--- src/rtl/core/hkcf_pkg.sv ---
// hkcf_pkg: constants, types and helpers shared by the hex key candidate filter
// no dependencies
package hkcf_pkg;

    localparam int WORD_LEN   = 10;
    localparam int CNT_W      = 5;
    localparam int CHAR_W     = 8;
    localparam int SYM_N      = 16;
    localparam int SYM_W      = $clog2(SYM_N);
    localparam int CFG_IDX_W  = 2;
    localparam int OBUF_DEPTH = 3;

    localparam logic [CNT_W-1:0]  CNT_MAX = {CNT_W{1'b1}};
    localparam logic [CNT_W-1:0]  WORD_LEN_C = CNT_W'(WORD_LEN);

    localparam logic [CHAR_W-1:0] CH_ZERO   = 8'h30;
    localparam logic [CHAR_W-1:0] CH_NINE   = 8'h39;
    localparam logic [CHAR_W-1:0] CH_UPPER_A = 8'h41;
    localparam logic [CHAR_W-1:0] CH_UPPER_F = 8'h46;

    localparam logic [CNT_W-1:0] RST_MAX_LETTERS = 5'd5;
    localparam logic [CNT_W-1:0] RST_MAX_DIGITS  = 5'd9;
    localparam logic [CNT_W-1:0] RST_MAX_REPEAT  = 5'd3;

    // configuration register indexes
    localparam logic [CFG_IDX_W-1:0] CFG_MAX_LETTERS = 2'd0;
    localparam logic [CFG_IDX_W-1:0] CFG_MAX_DIGITS  = 2'd1;
    localparam logic [CFG_IDX_W-1:0] CFG_MAX_REPEAT  = 2'd2;

    typedef logic [CNT_W-1:0] t_cnt;
    typedef logic [SYM_W-1:0] t_sym;

    // histogram write / clear request into the memory
    typedef struct packed {
        logic en;
        logic clr;
        t_sym addr;
        t_cnt data;
    } t_hist_wr;

    function automatic t_cnt sat_inc(input t_cnt v);
        sat_inc = (v == CNT_MAX) ? CNT_MAX : v + t_cnt'(1);
    endfunction

    function automatic logic is_digit(input logic [CHAR_W-1:0] c);
        is_digit = (c >= CH_ZERO) && (c <= CH_NINE);
    endfunction

    function automatic logic is_letter(input logic [CHAR_W-1:0] c);
        is_letter = (c >= CH_UPPER_A) && (c <= CH_UPPER_F);
    endfunction

    // '0'..'9' -> 0..9, 'A'..'F' -> 10..15
    function automatic t_sym sym_index(input logic [CHAR_W-1:0] c);
        sym_index = is_digit(c) ? c[SYM_W-1:0] : t_sym'(c[SYM_W-1:0] + t_sym'(9));
    endfunction

endpackage

--- src/rtl/core/hkcf_if.sv ---
// hkcf_if: valid/ready channel interfaces for key characters and verdicts
// depends on hkcf_pkg
interface hkcf_in_if;
    logic                       valid;
    logic                       ready;
    logic [hkcf_pkg::CHAR_W-1:0] ch;
    logic                       last;

    modport source (output valid, output ch, output last, input ready);
    modport sink   (input valid, input ch, input last, output ready);
endinterface

interface hkcf_out_if;
    logic valid;
    logic ready;
    logic valid_res;

    modport source (output valid, output valid_res, input ready);
    modport sink   (input valid, input valid_res, output ready);
endinterface

--- src/rtl/core/hkcf_hist_ram.sv ---
// hkcf_hist_ram: 16-entry symbol histogram memory, registered read
// per-entry valid bits give the zero value after reset or a per-key clear; uses hkcf_pkg
module hkcf_hist_ram (
    input  logic               i_clk,
    input  logic               i_rst_n,
    input  hkcf_pkg::t_sym     i_rd_addr,
    input  hkcf_pkg::t_hist_wr i_wr,
    output hkcf_pkg::t_cnt     o_rd_data
);
    import hkcf_pkg::*;

    t_cnt             mem [SYM_N];
    logic [SYM_N-1:0] r_vld;
    t_cnt             r_rd_data;

    always_ff @(posedge i_clk) begin
        if (i_wr.en) begin
            mem[i_wr.addr] <= i_wr.data;
        end
        r_rd_data <= r_vld[i_rd_addr] ? mem[i_rd_addr] : '0;
    end

    always_ff @(posedge i_clk) begin
        if (!i_rst_n || i_wr.clr) begin
            r_vld <= '0;
        end else if (i_wr.en) begin
            r_vld[i_wr.addr] <= 1'b1;
        end
    end

    assign o_rd_data = r_rd_data;

endmodule

--- src/rtl/core/hkcf_out_buf.sv ---
// hkcf_out_buf: three-entry verdict buffer between the check stage and the output channel
// depends on hkcf_pkg and hkcf_out_if
module hkcf_out_buf (
    input  logic              i_clk,
    input  logic              i_rst_n,
    input  logic              i_push,
    input  logic              i_push_res,
    output logic [1:0]        o_count,
    hkcf_out_if.source        o_out
);
    import hkcf_pkg::*;

    logic       r_buf [OBUF_DEPTH];
    logic [1:0] r_wp;
    logic [1:0] r_rp;
    logic [1:0] r_cnt;
    logic       pop;

    assign pop = o_out.valid && o_out.ready;

    always_ff @(posedge i_clk) begin
        if (i_push) begin
            r_buf[r_wp] <= i_push_res;
        end
    end

    always_ff @(posedge i_clk) begin
        if (!i_rst_n) begin
            r_wp  <= '0;
            r_rp  <= '0;
            r_cnt <= '0;
        end else begin
            if (i_push) begin
                r_wp <= (r_wp == 2'(OBUF_DEPTH - 1)) ? 2'd0 : r_wp + 2'd1;
            end
            if (pop) begin
                r_rp <= (r_rp == 2'(OBUF_DEPTH - 1)) ? 2'd0 : r_rp + 2'd1;
            end
            r_cnt <= r_cnt + {1'b0, i_push} - {1'b0, pop};
        end
    end

    assign o_out.valid     = (r_cnt != 2'd0);
    assign o_out.valid_res = r_buf[r_rp];
    assign o_count         = r_cnt;

endmodule

--- src/rtl/core/hex_key_candidate_filter_top.sv ---
// hex_key_candidate_filter_top: hex key candidate check, one character item per cycle while the input is not stalled
// each key's verdict item is formed in stage 1 from its last character and written to the verdict buffer
// throughput: 1 item per cycle unless the input stalls; stage 0 reads the histogram entry, stage 1 updates it
// back-to-back hits on the same symbol are forwarded around the memory read
// input stalls only while the verdict buffer and the check stage hold three verdicts
// reset (synchronous, active low): limits return to 5/9/3, key state and histogram clear
module hex_key_candidate_filter_top (
    input  logic                              i_clk,
    input  logic                              i_rst_n,
    input  logic                              i_cfg_we,
    input  logic [hkcf_pkg::CFG_IDX_W-1:0]    i_cfg_idx,
    input  logic [hkcf_pkg::CNT_W-1:0]        i_cfg_data,
    hkcf_in_if.sink                           i_in,
    hkcf_out_if.source                        o_out
);
    import hkcf_pkg::*;

    // limits
    t_cnt r_max_letters;
    t_cnt r_max_digits;
    t_cnt r_max_repeat;

    // stage 1 item
    logic              r_s1_vld;
    logic [CHAR_W-1:0] r_s1_ch;
    logic              r_s1_last;
    logic              r_s1_dig;
    logic              r_s1_let;
    t_sym              r_s1_idx;
    logic              r_key_new;
    logic              r_fwd_hit;
    t_cnt              r_fwd_val;

    // per-key state
    logic [CHAR_W-1:0] r_prev_char;
    logic [1:0]        r_run;
    t_cnt              r_letters;
    t_cnt              r_digits;
    t_cnt              r_chars;
    logic              r_failed;

    logic              accept;
    logic [1:0]        buf_cnt;
    logic [2:0]        pending;
    logic              in_dig;
    logic              in_let;
    t_sym              in_idx;
    t_cnt              rd_data;
    t_cnt              hist_base;
    t_cnt              hist_new;
    t_hist_wr          hist_wr;
    logic [1:0]        n_run;
    t_cnt              n_letters;
    t_cnt              n_digits;
    t_cnt              n_chars;
    logic              n_failed;
    logic              s1_hex;
    logic              verdict;

    assign pending    = {1'b0, buf_cnt} + {2'b0, r_s1_vld & r_s1_last};
    assign i_in.ready = (pending < 3'(OBUF_DEPTH));
    assign accept     = i_in.valid && i_in.ready;

    assign in_dig = is_digit(i_in.ch);
    assign in_let = is_letter(i_in.ch);
    assign in_idx = sym_index(i_in.ch);

    always_ff @(posedge i_clk) begin
        if (!i_rst_n) begin
            r_max_letters <= RST_MAX_LETTERS;
            r_max_digits  <= RST_MAX_DIGITS;
            r_max_repeat  <= RST_MAX_REPEAT;
        end else if (i_cfg_we) begin
            case (i_cfg_idx)
                CFG_MAX_LETTERS: r_max_letters <= i_cfg_data;
                CFG_MAX_DIGITS:  r_max_digits  <= i_cfg_data;
                CFG_MAX_REPEAT:  r_max_repeat  <= i_cfg_data;
                default: ;
            endcase
        end
    end

    // stage 0: capture the item, launch the histogram read, decide forwarding
    always_ff @(posedge i_clk) begin
        if (!i_rst_n) begin
            r_s1_vld <= 1'b0;
        end else begin
            r_s1_vld <= accept;
        end
    end

    always_ff @(posedge i_clk) begin
        if (accept) begin
            r_s1_ch   <= i_in.ch;
            r_s1_last <= i_in.last;
            r_s1_dig  <= in_dig;
            r_s1_let  <= in_let;
            r_s1_idx  <= in_idx;
            // previous item ends its key: this one starts from an empty histogram
            r_key_new <= r_s1_vld && r_s1_last;
            r_fwd_hit <= r_s1_vld && !r_s1_last && s1_hex && (r_s1_idx == in_idx);
            r_fwd_val <= hist_new;
        end
    end

    hkcf_hist_ram u_hist (
        .i_clk     (i_clk),
        .i_rst_n   (i_rst_n),
        .i_rd_addr (in_idx),
        .i_wr      (hist_wr),
        .o_rd_data (rd_data)
    );

    // stage 1: update key state and the histogram entry
    assign s1_hex    = r_s1_dig || r_s1_let;
    assign hist_base = r_key_new ? '0 : (r_fwd_hit ? r_fwd_val : rd_data);
    assign hist_new  = sat_inc(hist_base);

    always_comb begin
        if ((r_chars != '0) && (r_s1_ch == r_prev_char)) begin
            n_run = (r_run == 2'd3) ? 2'd3 : r_run + 2'd1;
        end else begin
            n_run = 2'd1;
        end
        n_chars   = sat_inc(r_chars);
        n_letters = r_s1_let ? sat_inc(r_letters) : r_letters;
        n_digits  = r_s1_dig ? sat_inc(r_digits) : r_digits;
        n_failed  = r_failed || (n_run == 2'd3) || !s1_hex
                    || (r_s1_let && (n_letters > r_max_letters))
                    || (r_s1_dig && (n_digits > r_max_digits))
                    || (s1_hex && (hist_new > r_max_repeat));
        verdict   = !n_failed && (n_chars == WORD_LEN_C);

        hist_wr.en   = r_s1_vld && s1_hex && !r_s1_last;
        hist_wr.clr  = r_s1_vld && r_s1_last;
        hist_wr.addr = r_s1_idx;
        hist_wr.data = hist_new;
    end

    always_ff @(posedge i_clk) begin
        if (!i_rst_n || (r_s1_vld && r_s1_last)) begin
            r_prev_char <= '0;
            r_run       <= '0;
            r_letters   <= '0;
            r_digits    <= '0;
            r_chars     <= '0;
            r_failed    <= 1'b0;
        end else if (r_s1_vld) begin
            r_prev_char <= r_s1_ch;
            r_run       <= n_run;
            r_letters   <= n_letters;
            r_digits    <= n_digits;
            r_chars     <= n_chars;
            r_failed    <= n_failed;
        end
    end

    hkcf_out_buf u_out_buf (
        .i_clk      (i_clk),
        .i_rst_n    (i_rst_n),
        .i_push     (r_s1_vld && r_s1_last),
        .i_push_res (verdict),
        .o_count    (buf_cnt),
        .o_out      (o_out)
    );

endmodule

--- src/flat_wrapper.sv ---
// flat-port wrapper written by rule: the top's interface ports become plain ports
module hex_key_candidate_filter_top_flat import hkcf_pkg::*;
  (i_clk, i_rst_n, i_cfg_we, i_cfg_idx, i_cfg_data, i_in_valid, i_in_ch, i_in_last, i_in_ready, o_out_valid, o_out_valid_res, o_out_ready);
  hkcf_in_if i_in_i ();
  hkcf_out_if o_out_i ();
  input  logic i_clk;
  input  logic i_rst_n;
  input  logic i_cfg_we;
  input  logic [hkcf_pkg::CFG_IDX_W-1:0] i_cfg_idx;
  input  logic [hkcf_pkg::CNT_W-1:0] i_cfg_data;
  input wire logic [$bits(i_in_i.valid)-1:0] i_in_valid;
  input wire logic [$bits(i_in_i.ch)-1:0] i_in_ch;
  input wire logic [$bits(i_in_i.last)-1:0] i_in_last;
  output wire logic [$bits(i_in_i.ready)-1:0] i_in_ready;
  output wire logic [$bits(o_out_i.valid)-1:0] o_out_valid;
  output wire logic [$bits(o_out_i.valid_res)-1:0] o_out_valid_res;
  input wire logic [$bits(o_out_i.ready)-1:0] o_out_ready;
  assign i_in_i.valid = i_in_valid;
  assign i_in_i.ch = i_in_ch;
  assign i_in_i.last = i_in_last;
  assign i_in_ready = i_in_i.ready;
  assign o_out_valid = o_out_i.valid;
  assign o_out_valid_res = o_out_i.valid_res;
  assign o_out_i.ready = o_out_ready;
  hex_key_candidate_filter_top u_core (.i_clk(i_clk), .i_rst_n(i_rst_n), .i_cfg_we(i_cfg_we), .i_cfg_idx(i_cfg_idx), .i_cfg_data(i_cfg_data), .i_in(i_in_i), .o_out(o_out_i));
endmodule
--- config.mk ---
export PLATFORM = sky130hd
export DESIGN_NAME = hex_key_candidate_filter_top_flat
export DESIGN_NICKNAME = d
export VERILOG_FILES = /design/src/rtl/core/hkcf_pkg.sv /design/src/rtl/core/hkcf_if.sv /design/src/rtl/core/hkcf_hist_ram.sv /design/src/rtl/core/hkcf_out_buf.sv /design/src/rtl/core/hex_key_candidate_filter_top.sv /design/src/flat_wrapper.sv
export SDC_FILE = /design/constraint.sdc
export NUM_CORES = 1
export LEC_CHECK = 0
export ABC_AREA = 1
export BUFFER_PORTS_ARGS = -buffer_cell sky130_fd_sc_hd__buf_2
export CORE_MARGIN = 1.5
export CORE_UTILIZATION = 39
export CTS_CLUSTER_DIAMETER = 100
export CTS_CLUSTER_SIZE = 24
export DETAILED_ROUTE_END_ITERATION = 10
export GPL_TIMING_DRIVEN = 1
export HOLD_SLACK_MARGIN = 0.15
export PLACE_DENSITY_LB_ADDON = 0.08
export SETUP_SLACK_MARGIN = 0.5
export SYNTH_ARGS = -nofsm -noshare
export SYNTH_HDL_FRONTEND = slang
export SYNTH_HIERARCHICAL = 1
export SYNTH_SLANG_ARGS = --single-unit
--- constraint.sdc ---
create_clock -name i_clk -period 7.6 [get_ports i_clk]
set_input_delay 1.52 -clock i_clk [delete_from_list [all_inputs] [get_ports i_clk]]
set_output_delay 1.52 -clock i_clk [all_outputs]
set_load 0.02 [all_outputs]
==> results.txt, run 1 <==
Multiplexer share of the synthesized area: 0%
Layout cells sized above 1: 8.982%
CP Class: reg2out
Slew headroom: 41.09%
Clk Latency, worst-skew pair: 0.43 ns
Post-Synth Simple-Gate Area: 23.01%
Combinational Power Share: 10.1%
Initial antenna violation count: 0
CTS sink count: 176
IO Pins: 24
Hold Startpoint: u_core/u_hist/r_vld[5]
Die Span Y: 149.7 µm
Most common library cells after synthesis: nand2_1 (245), inv_1 (169), edfxtp_1 (105), nand3_1 (102), dfxtp_1 (71)
Antenna viol nets, final: 0
Worst path most repeated cell: ha_1
Via count: 5945
GRT Overall Usage: 17.00%
Metal3 WL: 494 µm
First-pass GRT wire length: 28900 µm
Gr ovfl total: 0
Post-Syn Nets: 1019
WHS: 0.4581 ns
Maximum clock frequency: 271.0 MHz
Switching share of power: 25.04%
Critical path's slowest cell: dfxtp_1
Power share of the sequential group: 49.1%
Synthesized area: 0.008389 mm²
EDFF count, synth: 105
Status: complete, no violations
Power per cell area: 233.0 mW/mm²
Synth area leaders: edfxtp_1 (38%), dfxtp_1 (17%), nand2_1 (11%)
Final min period: 3.690 ns
Crit start category: register
Compound-gate portion of the synthesized area: 6.413%
Largest net degree at the start of global routing: 47
Mapped Cells: 970
Num CTS Buffers: 17
CTS Root Cell: clkbuf_16
Final wirelength: 17950 µm
Synth unique cells: 44
Post-synthesis sequential area ratio: 54.53%
Worst path arrival time: 2.17 ns
Top routing layer in use: met4
Initial Util: 39.78%
Largest family of logic cells by synthesized area: simple AND/OR/NAND/NOR gates
Count leader, synth: nand2_1
Yosys warnings: 6
Fin. Hold Viols: 0
Clock share of power: 40.8%
CTS max path bufs: 2
Setup repair bufs after CTS: 0
Critical path, cell by cell: buf_4, nand2_1, inv_2, ha_1, ha_1, a21oi_1, buf_2
Worst R2R Path Depth: 15
Wire per inst: 14.06 µm
Setup crit end kind: output port
Leakage: 0.004161 µW
Core box area: 0.02109 mm²
Port bufs: 23
Crit-path max FO: 26
CTS tree: built
Worst-case hold path end point: u_core/u_hist/r_vld[5]
Hold WC Path Type: reg2reg
Die area: 0.02240 mm²
WP data required: 6.08 ns
TNS Setup: 0 ns
Layout Area Growth over Synthesis: 10.83%
Synth Register Bits: 176
R2R Setup Slk: 4.10 ns
FF-to-FF Start: u_core/r_fwd_hit
Number of DRC markers in iteration 0: 375
Met2 routed WL: 7996 µm
NetSw: 542.5 µW
Maximum VDD drop: 0.1386 mV
Adder-cell share of the synthesized area: 4.176%
Unrepaired setup endpoints after global routing: no
Xor/xnor share of the synthesized area: 1.357%
Synth Flop Type: edfxtp_1
Post-CTS sizing: 0
Total power draw: 2166 µW
# Max-Cap Violations: 0
Drt drc: 0
Worst reg2reg endpoint: u_core/u_out_buf/r_buf[1]
Die X: 149.7 µm
Fin crit share: 48.55%
Nets: 1038
Final Skew: 0.01305 ns
Hold Path Stages: 2
M1 WL: 9305 µm
Slew @ Worst Pin: 0.8826 ns
Average size of a mapped cell: 8.649 µm²
Worst-path clk slew: 0.06 ns
Leading area contributor after synthesis: edfxtp_1
DP HPWL: 12220 µm
Hold buffers post-CTS: 0
Delay of the slowest cell on the worst path: 0.30 ns
GPL Wtd Cong: 0.8003
Post-synth ARST share: 0%
Max-slew violations: 0
Vias in the first global route: 5519
DRT Pass-1 Iters: 5
CTS H-Tree Depth: 4
# setup viols final: 0
Vias per cell: 4.655
Synth top area share: 37.58%
Antenna diodes: 0
Int Power: 1624 µW
Cell row count: 53
[logic make-up after synthesis]
| kind of cell | after synthesis |
|---|---|
| AOI/OAI and AO/OA | 95 |
| xor gates and xnor gates | 13 |
| adders and majority gates | 28 |
| buffers and inverters | 212 |
| DFF | 176 |
| and+or+nand+nor | 446 |
[stage by stage]
step / util [%] / worst slack (ns) / instance area (µm²) / instances
finish: 44.09 / 3.910 / 9298 / 1277
CTS: 44.09 / 3.851 / 9298 / 1277
global route: 44.09 / 3.694 / 9298 / 1277
global placement: 41.20 / 3.541 / 8688 / 1245
floorplan: - / 4.571 / 8389 / 970
detailed placement: 41.20 / 3.484 / 8688 / 1245
[critical path, delay by kind of cell (launching register included)]
| kind | cells | cell delay (ns) |
|---|---|---|
| compound gates | 1 | 0.21 |
| fa+ha+maj | 2 | 0.42 |
| buf+inv | 3 | 0.70 |
| flops | 1 | 0.30 |
| simple gates | 1 | 0.11 |
[power by group through the flow]
stage / clock (µW) / sequential [µW] / combinational [µW]
finish: 883 / 1060 / 219
global route: 941 / 1070 / 251
CTS: 905 / 1060 / 222
detailed placement: 0 / 1090 / 221
global placement: 0 / 1090 / 221
floorplan: 0 / 1080 / 166
[cell type report]
type | instances | area [µm²]
timing repair buffer | 25 | 130.1
inverter | 187 | 706.9
tap | 275 | 344.1
clock inverter | 7 | 58.81
sequential | 176 | 4574
multi-input combinational | 582 | 2933
clock buffer | 25 | 550.5
fill | 2118 | 11790
[worst max path at each step]
stage                    start                         end  slack [ns]  cells after the start
2_1_floorplan       i_in_ch[1]  u_core/u_hist/o_rd_data[0]        4.57                     16
3_3_place_gp        i_in_ch[0]  u_core/u_hist/o_rd_data[2]        3.54                     17
5_1_grt             i_in_ch[1]  u_core/u_hist/o_rd_data[4]        3.69                     17
4_1_cts        u_core/r_s1_vld                  i_in_ready        3.85                      7
3_5_place_dp        i_in_ch[1]  u_core/u_hist/o_rd_data[2]        3.48                     17
6_report       u_core/r_s1_vld                  i_in_ready        3.91                      7
[sequential cells by signal (all words and copies together) (netlist names), 3 cells and up, named ones only]
register                 flops
u_core/r_chars               5
u_core/r_digits              5
u_core/r_fwd_val             5
u_core/r_letters             5
u_core/r_max_digits          5
u_core/r_max_letters         5
u_core/r_max_repeat          5
u_core/r_prev_char           8
u_core/r_s1_ch               8
u_core/r_s1_idx              4
u_core/u_hist/mem           80
u_core/u_hist/o_rd_data      5
u_core/u_hist/r_vld         16
u_core/u_out_buf/r_buf       3
[per-layer routing]
metal	GRT usage (%)	up-vias
met5	0	-
met4	4.853	0
met3	2.927	12
met2	26.47	71
met1	24.31	2726
li1	-	3136
[placed cells by master, fill, tap and decap left out, types with 10 or more instances in the layout]
master	netlist	final
nand2_1	245	245
nor2_1	63	63
xnor2_1	11	11
dfxtp_1	71	71
ha_1	28	28
edfxtp_1	105	105
o21ai_1	15	15
nor3_1	10	10
clkbuf_16	0	21
a21oi_1	48	48
inv_2	17	17
nand3_1	102	102
buf_2	5	23
nand2_2	10	10
inv_1	169	169
o21ai_0	13	13
(Power assumes the default switching activity.)
==> run 2, diff against run 1 <==
==> constraint.sdc (replaced) <==
create_clock -name i_clk -period 3.4 [get_ports i_clk]
set_input_delay 0.68 -clock i_clk [delete_from_list [all_inputs] [get_ports i_clk]]
set_output_delay 0.68 -clock i_clk [all_outputs]
set_load 0.02 [all_outputs]
==> run 2 against run 1 <==
Cell count rose by 0.86%. Clock-buffer cell count did not move. Flip-flop and latch count did not move. Sequential share of layout area fell by 0.31 points. Via count rose by 0.66%. First-iteration DRC count rose by 5.6%. Setup slack got worse by 3.1 ns. Critical path depth fell by 1. Power rose by 120%.
==> results.txt, run 2 (synthesis gave the netlist of run 1 again) <==
Delay of the slowest cell on the worst path: 0.37 ns (was 0.30 ns)
Setup repair bufs after CTS: 0 (unchanged)
Critical path, cell by cell: nand2_1, inv_2, ha_1, ha_1, a21oi_1, buf_2 (was buf_4, nand2_1, inv_2, ha_1, ha_1, a21oi_1, buf_2)
Num CTS Buffers: 17 (unchanged)
FF-to-FF Start: u_core/r_fwd_hit (unchanged)
IO Pins: 24 (unchanged)
Buf+Inv Stages, Crit Path: 2 (was 3)
Total power draw: 4815 µW (was 2166 µW)
Worst setup margin: 0.8015 ns (was 3.910 ns)
WP data required: 2.72 ns (was 6.08 ns)
Initial antenna violation count: 0 (unchanged)
CTS max path bufs: 2 (unchanged)
Number of DRC markers in iteration 0: 396 (was 375)
Worst-case hold path end point: u_core/r_s1_ch[7] (was u_core/u_hist/r_vld[5])
TNS Setup: 0 ns (unchanged)
# setup viols final: 0 (unchanged)
Worst slack at placement: 0.6520 ns (was 3.484 ns)
Top Registers: u_core/u_hist/mem (80), u_core/u_hist/r_vld (16) (unchanged)
Fin crit share: 76.43%
Status: complete, no violations (unchanged)
M1 GR Usage: 25.36% (was 24.31%)
Worst path arrival time: 1.92 ns (was 2.17 ns)
Met3 Track Usage GR: 2.927% (unchanged)
Layout Area Growth over Synthesis: 11.53% (was 10.83%)
Worst path most repeated cell: ha_1 (unchanged)
Hold Startpoint: i_in_ch[7] (was u_core/u_hist/r_vld[5])
Wire per inst: 14.32 µm (was 14.06 µm)
GPL Wtd Cong: 0.7736 (was 0.8003)
Gr ovfl total: 0 (unchanged)
Power per cell area: 514.7 mW/mm² (was 233.0 mW/mm²)
Most common cell after layout, fill and taps aside: nand2_1 (unchanged)
Unrepaired setup endpoints after global routing: no (unchanged)
Clk Latency, worst-skew pair: 0.42 ns (was 0.43 ns)
Hold WC Path Type: in2reg (was reg2reg)
First-pass GRT wire length: 30390 µm (was 28900 µm)
# Max-Cap Violations: 0 (unchanged)
Largest register FFs: 80 (unchanged)
GRT met2 Usage: 27.70% (was 26.47%)
Largest delay contributor family on the critical path: adder cells (was buffers and inverters)
Busiest grt layer: met2 (unchanged)
CTS sink count: 176 (unchanged)
Final wirelength: 18440 µm (was 17950 µm)
Die Span Y: 149.7 µm (unchanged)
Initial Util: 39.78% (unchanged)
CTS H-Tree Depth: 4 (unchanged)
Via count: 5984 (was 5945)
Commonest non-fill, non-tap cells in the layout: nand2_1 (245), inv_1 (169), edfxtp_1 (105) (unchanged)
DRT Pass-1 Iters: 5 (unchanged)
Hold buffers post-CTS: 0 (unchanged)
Slew @ Worst Pin: 0.6954 ns (was 0.8826 ns)
Layout cells sized above 1: 9.773% (was 8.982%)
Critical path's slowest cell: dfxtp_1 (unchanged)
DP HPWL: 12550 µm (was 12220 µm)
Fin. Hold Viols: 0 (unchanged)
Port bufs: 23 (unchanged)
Final min period: 2.599 ns
Crit start category: register (unchanged)
Worst-path clk slew: 0.06 ns (about the same)
Vias in the first global route: 5729 (was 5519)
GRT Overall Usage: 17.67% (was 17.00%)
Antenna viol nets, final: 0 (unchanged)
Leakage: 0.004195 µW (was 0.004161 µW)
Max-slew violations: 0 (unchanged)
Die X: 149.7 µm (unchanged)
Setup crit end kind: output port (unchanged)
Core box area: 0.02109 mm² (unchanged)
CTS tree: built (unchanged)
Biggest register: u_core/u_hist/mem (unchanged)
R2R Setup Slk: 0.88 ns (was 4.10 ns)
Worst R2R Path Depth: 15 (unchanged)
Antenna diodes: 0 (unchanged)
Worst reg2reg endpoint: u_core/u_out_buf/r_buf[1] (unchanged)
Die area: 0.02240 mm² (unchanged)
Largest net degree at the start of global routing: 47 (unchanged)
CP Class: reg2out (unchanged)
Hold Path Stages: 1 (was 2)
Slew headroom: 53.28% (was 41.09%)
Maximum VDD drop: 0.2947 mV (was 0.1386 mV)
Crit-path max FO: 8 (was 26)
Vias per cell: 4.646 (was 4.655)
Drt drc: 0 (unchanged)
Post-CTS sizing: 0 (unchanged)
Final Skew: 0.01211 ns (was 0.01305 ns)
CTS Root Cell: clkbuf_16 (unchanged)
Maximum clock frequency: 384.8 MHz
Nets: 1049 (was 1038)
Cell row count: 53 (unchanged)
[run 2: how the worst max path moves through the flow]
stage	from	end	slack [ns]	cells after the start
after floorplan	u_core/r_fwd_hit	u_core/u_out_buf/r_buf[0]	0.85	15
after global placement	i_in_ch[0]	u_core/u_hist/o_rd_data[1]	0.68	15
after detailed placement	i_in_ch[1]	u_core/u_hist/o_rd_data[3]	0.65	15
after CTS	u_core/r_s1_vld	i_in_ready	0.74	6
after global routing	u_core/r_fwd_hit	u_core/r_failed	0.57	17
final	u_core/r_s1_vld	i_in_ready	0.80	6
[run 2: layout make-up]
| class | count | area [µm²] |
|---|---|---|
| clock inverter | 7 | 73.82 |
| inverter | 187 | 706.9 |
| fill | 2079 | 11730 |
| sequential | 176 | 4574 |
| tap | 275 | 344.1 |
| multi-input combinational | 582 | 2937 |
| timing repair buffer | 36 | 212.7 |
| clock buffer | 25 | 508.0 |
[run 2: power by group]
group	switching (µW)	internal, µW	total [µW]
sequential	40.1	2340	2380
clock	805	1120	1930
combinational	350	163	513
[run 2: per-stage QoR]
stage                     utilization, %  std cells  area (µm²)  hold WS (ns)
after CTS                          44.35       1288        9353        0.4368
after floorplan                        -        970        8389        0.4347
after global routing               44.37       1288        9356        0.4383
after global placement             41.59       1256        8771        0.4451
final                              44.37       1288        9356        0.4581
after detailed placement           41.59       1256        8771        0.4506
[run 2: layer usage]
metal  routed length (µm)  share of wire [%]
met5                    0                  0
met4                  119               0.65
met3                  566                3.1
met2                 8379                 45
met1                 9378                 51
==> run 3, diff against run 2 <==
--- a/config.mk
+++ b/config.mk
@@ -5,7 +5,7 @@
 export SDC_FILE = /design/constraint.sdc
 export NUM_CORES = 1
 export LEC_CHECK = 0
-export ABC_AREA = 1
+export ABC_AREA = 0
 export BUFFER_PORTS_ARGS = -buffer_cell sky130_fd_sc_hd__buf_2
 export CORE_MARGIN = 1.5
 export CORE_UTILIZATION = 39
==> constraint.sdc (replaced) <==
create_clock -name i_clk -period 2.7 [get_ports i_clk]
set_input_delay 0.54 -clock i_clk [delete_from_list [all_inputs] [get_ports i_clk]]
set_output_delay 0.54 -clock i_clk [all_outputs]
set_load 0.02 [all_outputs]
==> run 3 against run 2 <==
The run now ends with setup timing left. First-iteration DRC count is 36% lower. Critical path type is now reg2reg. Critical path depth is 6 higher. Critical endpoint is now u_core/u_out_buf/r_buf[1]. Flip-flop and latch count stayed put.
==> results.txt, run 3 <==
Status: complete, but fails checks (was complete, no violations)
Violated checks: setup timing
Num CTS Buffers: 17 (unchanged)
GPL Wtd Cong: 0.8002 (was 0.7736)
Die area: 0.02055 mm² (was 0.02240 mm²)
Die X: 143.3 µm (was 149.7 µm)
Yosys warnings: 6 (unchanged)
Power share of the sequential group: 50.5% (was 49.3%)
CTS max path bufs: 2 (unchanged)
Antenna diodes: 0 (unchanged)
Int Power: 4415 µW (was 3620 µW)
Core box area: 0.01940 mm² (was 0.02109 mm²)
# Max-Cap Violations: 0 (unchanged)
GRT Overall Usage: 17.48% (was 17.67%)
Fillcell total: 1760 (was 2079)
Vias per cell: 5.099 (was 4.646)
Synth Register Bits: 176 (unchanged)
Worst setup margin: -0.3095 ns (was 0.8015 ns)
IO Pins: 24 (unchanged)
Synth Flop Type: edfxtp_1 (unchanged)
WP data required: 3.00 ns (was 2.72 ns)
DRT Pass-1 Iters: 6 (was 5)
Initial antenna violation count: 0 (unchanged)
Gr ovfl total: 0 (unchanged)
Maximum VDD drop: 0.3944 mV (was 0.2947 mV)
Biggest register: u_core/u_hist/mem (unchanged)
Synth unique cells: 65 (was 44)
Slew headroom: 51.88% (was 53.28%)
Synthesized area: 0.007681 mm² (was 0.008389 mm²)
Vias in the first global route: 4848 (was 5729)
Mapped Cells: 573 (was 970)
Synth top area share: 41.05% (was 37.58%)
Cell row count: 51 (was 53)
Largest net degree at the start of global routing: 28 (was 47)
CTS Root Cell: clkbuf_16 (unchanged)
CTS sink count: 176 (unchanged)
Clock share of power: 40.0% (about the same)
DP HPWL: 11420 µm (was 12550 µm)
Max-slew violations: 0 (unchanged)
Register area: 0.004576 mm² (was 0.004574 mm²)
Combinational Power Share: 9.4% (was 10.7%)
CTS tree: built (unchanged)
Average size of a mapped cell: 13.41 µm² (was 8.649 µm²)
Via count: 4752 (was 5984)
Setup crit end kind: register (was output port)
Nets: 703 (was 1049)
CTS H-Tree Depth: 4 (unchanged)
Switching share of power: 24.28% (was 24.82%)
Commonest non-fill, non-tap cells in the layout: edfxtp_1 (105), dfxtp_1 (70), buf_4 (47) (was nand2_1 (245), inv_1 (169), edfxtp_1 (105))
Clk Latency, worst-skew pair: 0.42 ns (about the same)
Fin. Hold Viols: 0 (unchanged)
Post-Syn Nets: 622 (was 1019)
CP Class: reg2reg (was reg2out)
Power per cell area: 617.9 mW/mm² (was 514.7 mW/mm²)
Worst-path clk slew: 0.07 ns (was 0.06 ns)
# setup viols final: 4 (was 0)
Synth area leaders: edfxtp_1 (41%), dfxtp_1 (19%), ha_1 (4.6%) (was edfxtp_1 (38%), dfxtp_1 (17%), nand2_1 (11%))
First-pass GRT wire length: 26570 µm (was 30390 µm)
NetSw: 1416 µW (was 1195 µW)
Layout Area Growth over Synthesis: 22.85% (was 11.53%)
Top Registers: u_core/u_hist/mem (80), u_core/u_hist/r_vld (16) (unchanged)
Multi-input gate area: 0.003186 mm² (was 0.002937 mm²)
Drt drc: 0 (unchanged)
Largest register FFs: 80 (unchanged)
Number of DRC markers in iteration 0: 254 (was 396)
Post-synthesis sequential area ratio: 59.55% (was 54.53%)
Final std cells w/o fill: 932 (was 1288)
Hold buffers post-CTS: 0 (unchanged)
Most common library cells after synthesis: edfxtp_1 (105), dfxtp_1 (71), nor2_1 (48), mux2i_1 (29), nand2_1 (29) (was nand2_1 (245), inv_1 (169), edfxtp_1 (105), nand3_1 (102), dfxtp_1 (71))
R2R Setup Slk: -0.31 ns (was 0.88 ns)
Antenna viol nets, final: 0 (unchanged)
TNS Setup: -1.174 ns (was 0 ns)
EDFF count, synth: 105 (unchanged)
Worst path arrival time: 3.31 ns (was 1.92 ns)
Slew @ Worst Pin: 0.7200 ns (was 0.6954 ns)
Leading area contributor after synthesis: edfxtp_1 (unchanged)
Wire per inst: 17.90 µm (was 14.32 µm)
Final core occ: 48.65% (was 44.37%)
Count leader, synth: edfxtp_1 (was nand2_1)
Worst slack at placement: -0.3250 ns (was 0.6520 ns)
Die Span Y: 143.3 µm (was 149.7 µm)
Leakage: 0.003507 µW (was 0.004195 µW)
Maximum clock frequency: 332.3 MHz
Initial Util: 39.60% (was 39.78%)
Post-synth ARST share: 0% (unchanged)
Final min period: 3.010 ns
Fin crit share: 111.5%
Placed cell count: 889 (was 1256)
Port bufs: 23 (unchanged)
Crit start category: register (unchanged)
Final wirelength: 16690 µm (was 18440 µm)
Crit-path max FO: 4 (was 8)
Layout cells sized above 1: 28.49% (was 9.773%)
Final Skew: 0.005622 ns (was 0.01211 ns)
Hold WC Path Type: in2reg (unchanged)
Unrepaired setup endpoints after global routing: yes (was no)
Most common cell after layout, fill and taps aside: edfxtp_1 (was nand2_1)
run 3: cell count changes after synthesis, moves of 15 or more:
| cell | delta |
|---|---|
| nand2_1 | -216 |
| inv_1 | -146 |
| nand3_1 | -92 |
| mux2i_1 | +29 |
| a21oi_1 | -28 |
| o21a_1 | +19 |
| nor2_1 | -15 |
run 3: area by class of cell:
class | instances | area share (%)
sequential | 176 | 48.49
multi-input combinational | 352 | 33.76
timing repair buffer | 81 | 7.107
clock buffer | 20 | 4.840
tap | 265 | 3.514
inverter | 26 | 1.260
clock inverter | 12 | 1.034
run 3: repair_timing:
action / CTS / global route
resized for setup: 37 / 30
gates cloned: 1 / 1
setup buffers: 6 / 3
endpoints found under the setup margin: 66 / 72
endpoints found under the hold margin: 0 / 0
pin swaps: 11 / 9
run 3: metal layers:
metal  GRT usage (%)  part of all wire [%]  wire [µm]  vias up
met2           29.49                    51       8493       65
met5               0                     0          0        -
met1           22.41                    44       7329     2360
li1                -                     -          -     2313
met4           5.800                   1.8        293        0
met3           3.765                   3.4        571       14
run 3: path summary, 6_finish.rpt:
path / to / depth (start not counted) / start
worst max-delay path: u_core/u_out_buf/r_buf[1] / 12 / u_core/r_fwd_hit
worst min-delay path: u_core/r_s1_ch[6] / 1 / i_in_ch[6]
worst max register to register: u_core/u_out_buf/r_buf[1] / 12 / u_core/r_fwd_hit
worst min register to register: u_core/u_hist/r_vld[1] / 1 / u_core/u_hist/r_vld[1]
run 3: logic make-up (layout without fill, tap and decap cells):
logic type,Yosys count,count (layout),synth area share (%)
AO/OA/AOI/OAI,94,94,8.845
XOR/XNOR,21,21,2.574
adder cells (fa/ha/maj),28,28,4.561
buffers and inverters,46,139,2.655
flip-flops,176,176,59.55
multiplexers,54,54,11.45
AND/OR/NAND/NOR,154,155,10.36
run 3: critical path, stage by stage (launching register included):
cell       delay, ns
edfxtp_1        0.44
mux2i_1         0.23
nor2_1          0.08
ha_2            0.22
xnor2_1         0.25
nand2_2         0.11
ha_1            0.31
nand4_1         0.14
or2_1           0.25
a211oi_2        0.20
o2111ai_2       0.17
nor3_2          0.30
buf_4           0.17
run 3: through the flow:
step	hold slack, ns	power (µW)	cell area [µm²]
after CTS	0.3025	5882	9300
after floorplan	0.4354	3303	7755
final	0.3236	5830	9437
after global placement	0.4448	3482	8516
after detailed placement	0.4499	3492	8516
after global routing	0.2975	6064	9437
run 3: power by group through the flow:
stage / combinational (µW) / sequential (µW) / clock [µW]
after global placement: 481 / 3000 / 0
after CTS: 525 / 2940 / 2410
after detailed placement: 490 / 3000 / 0
after global routing: 607 / 2950 / 2510
after floorplan: 318 / 2990 / 0
final: 551 / 2950 / 2330
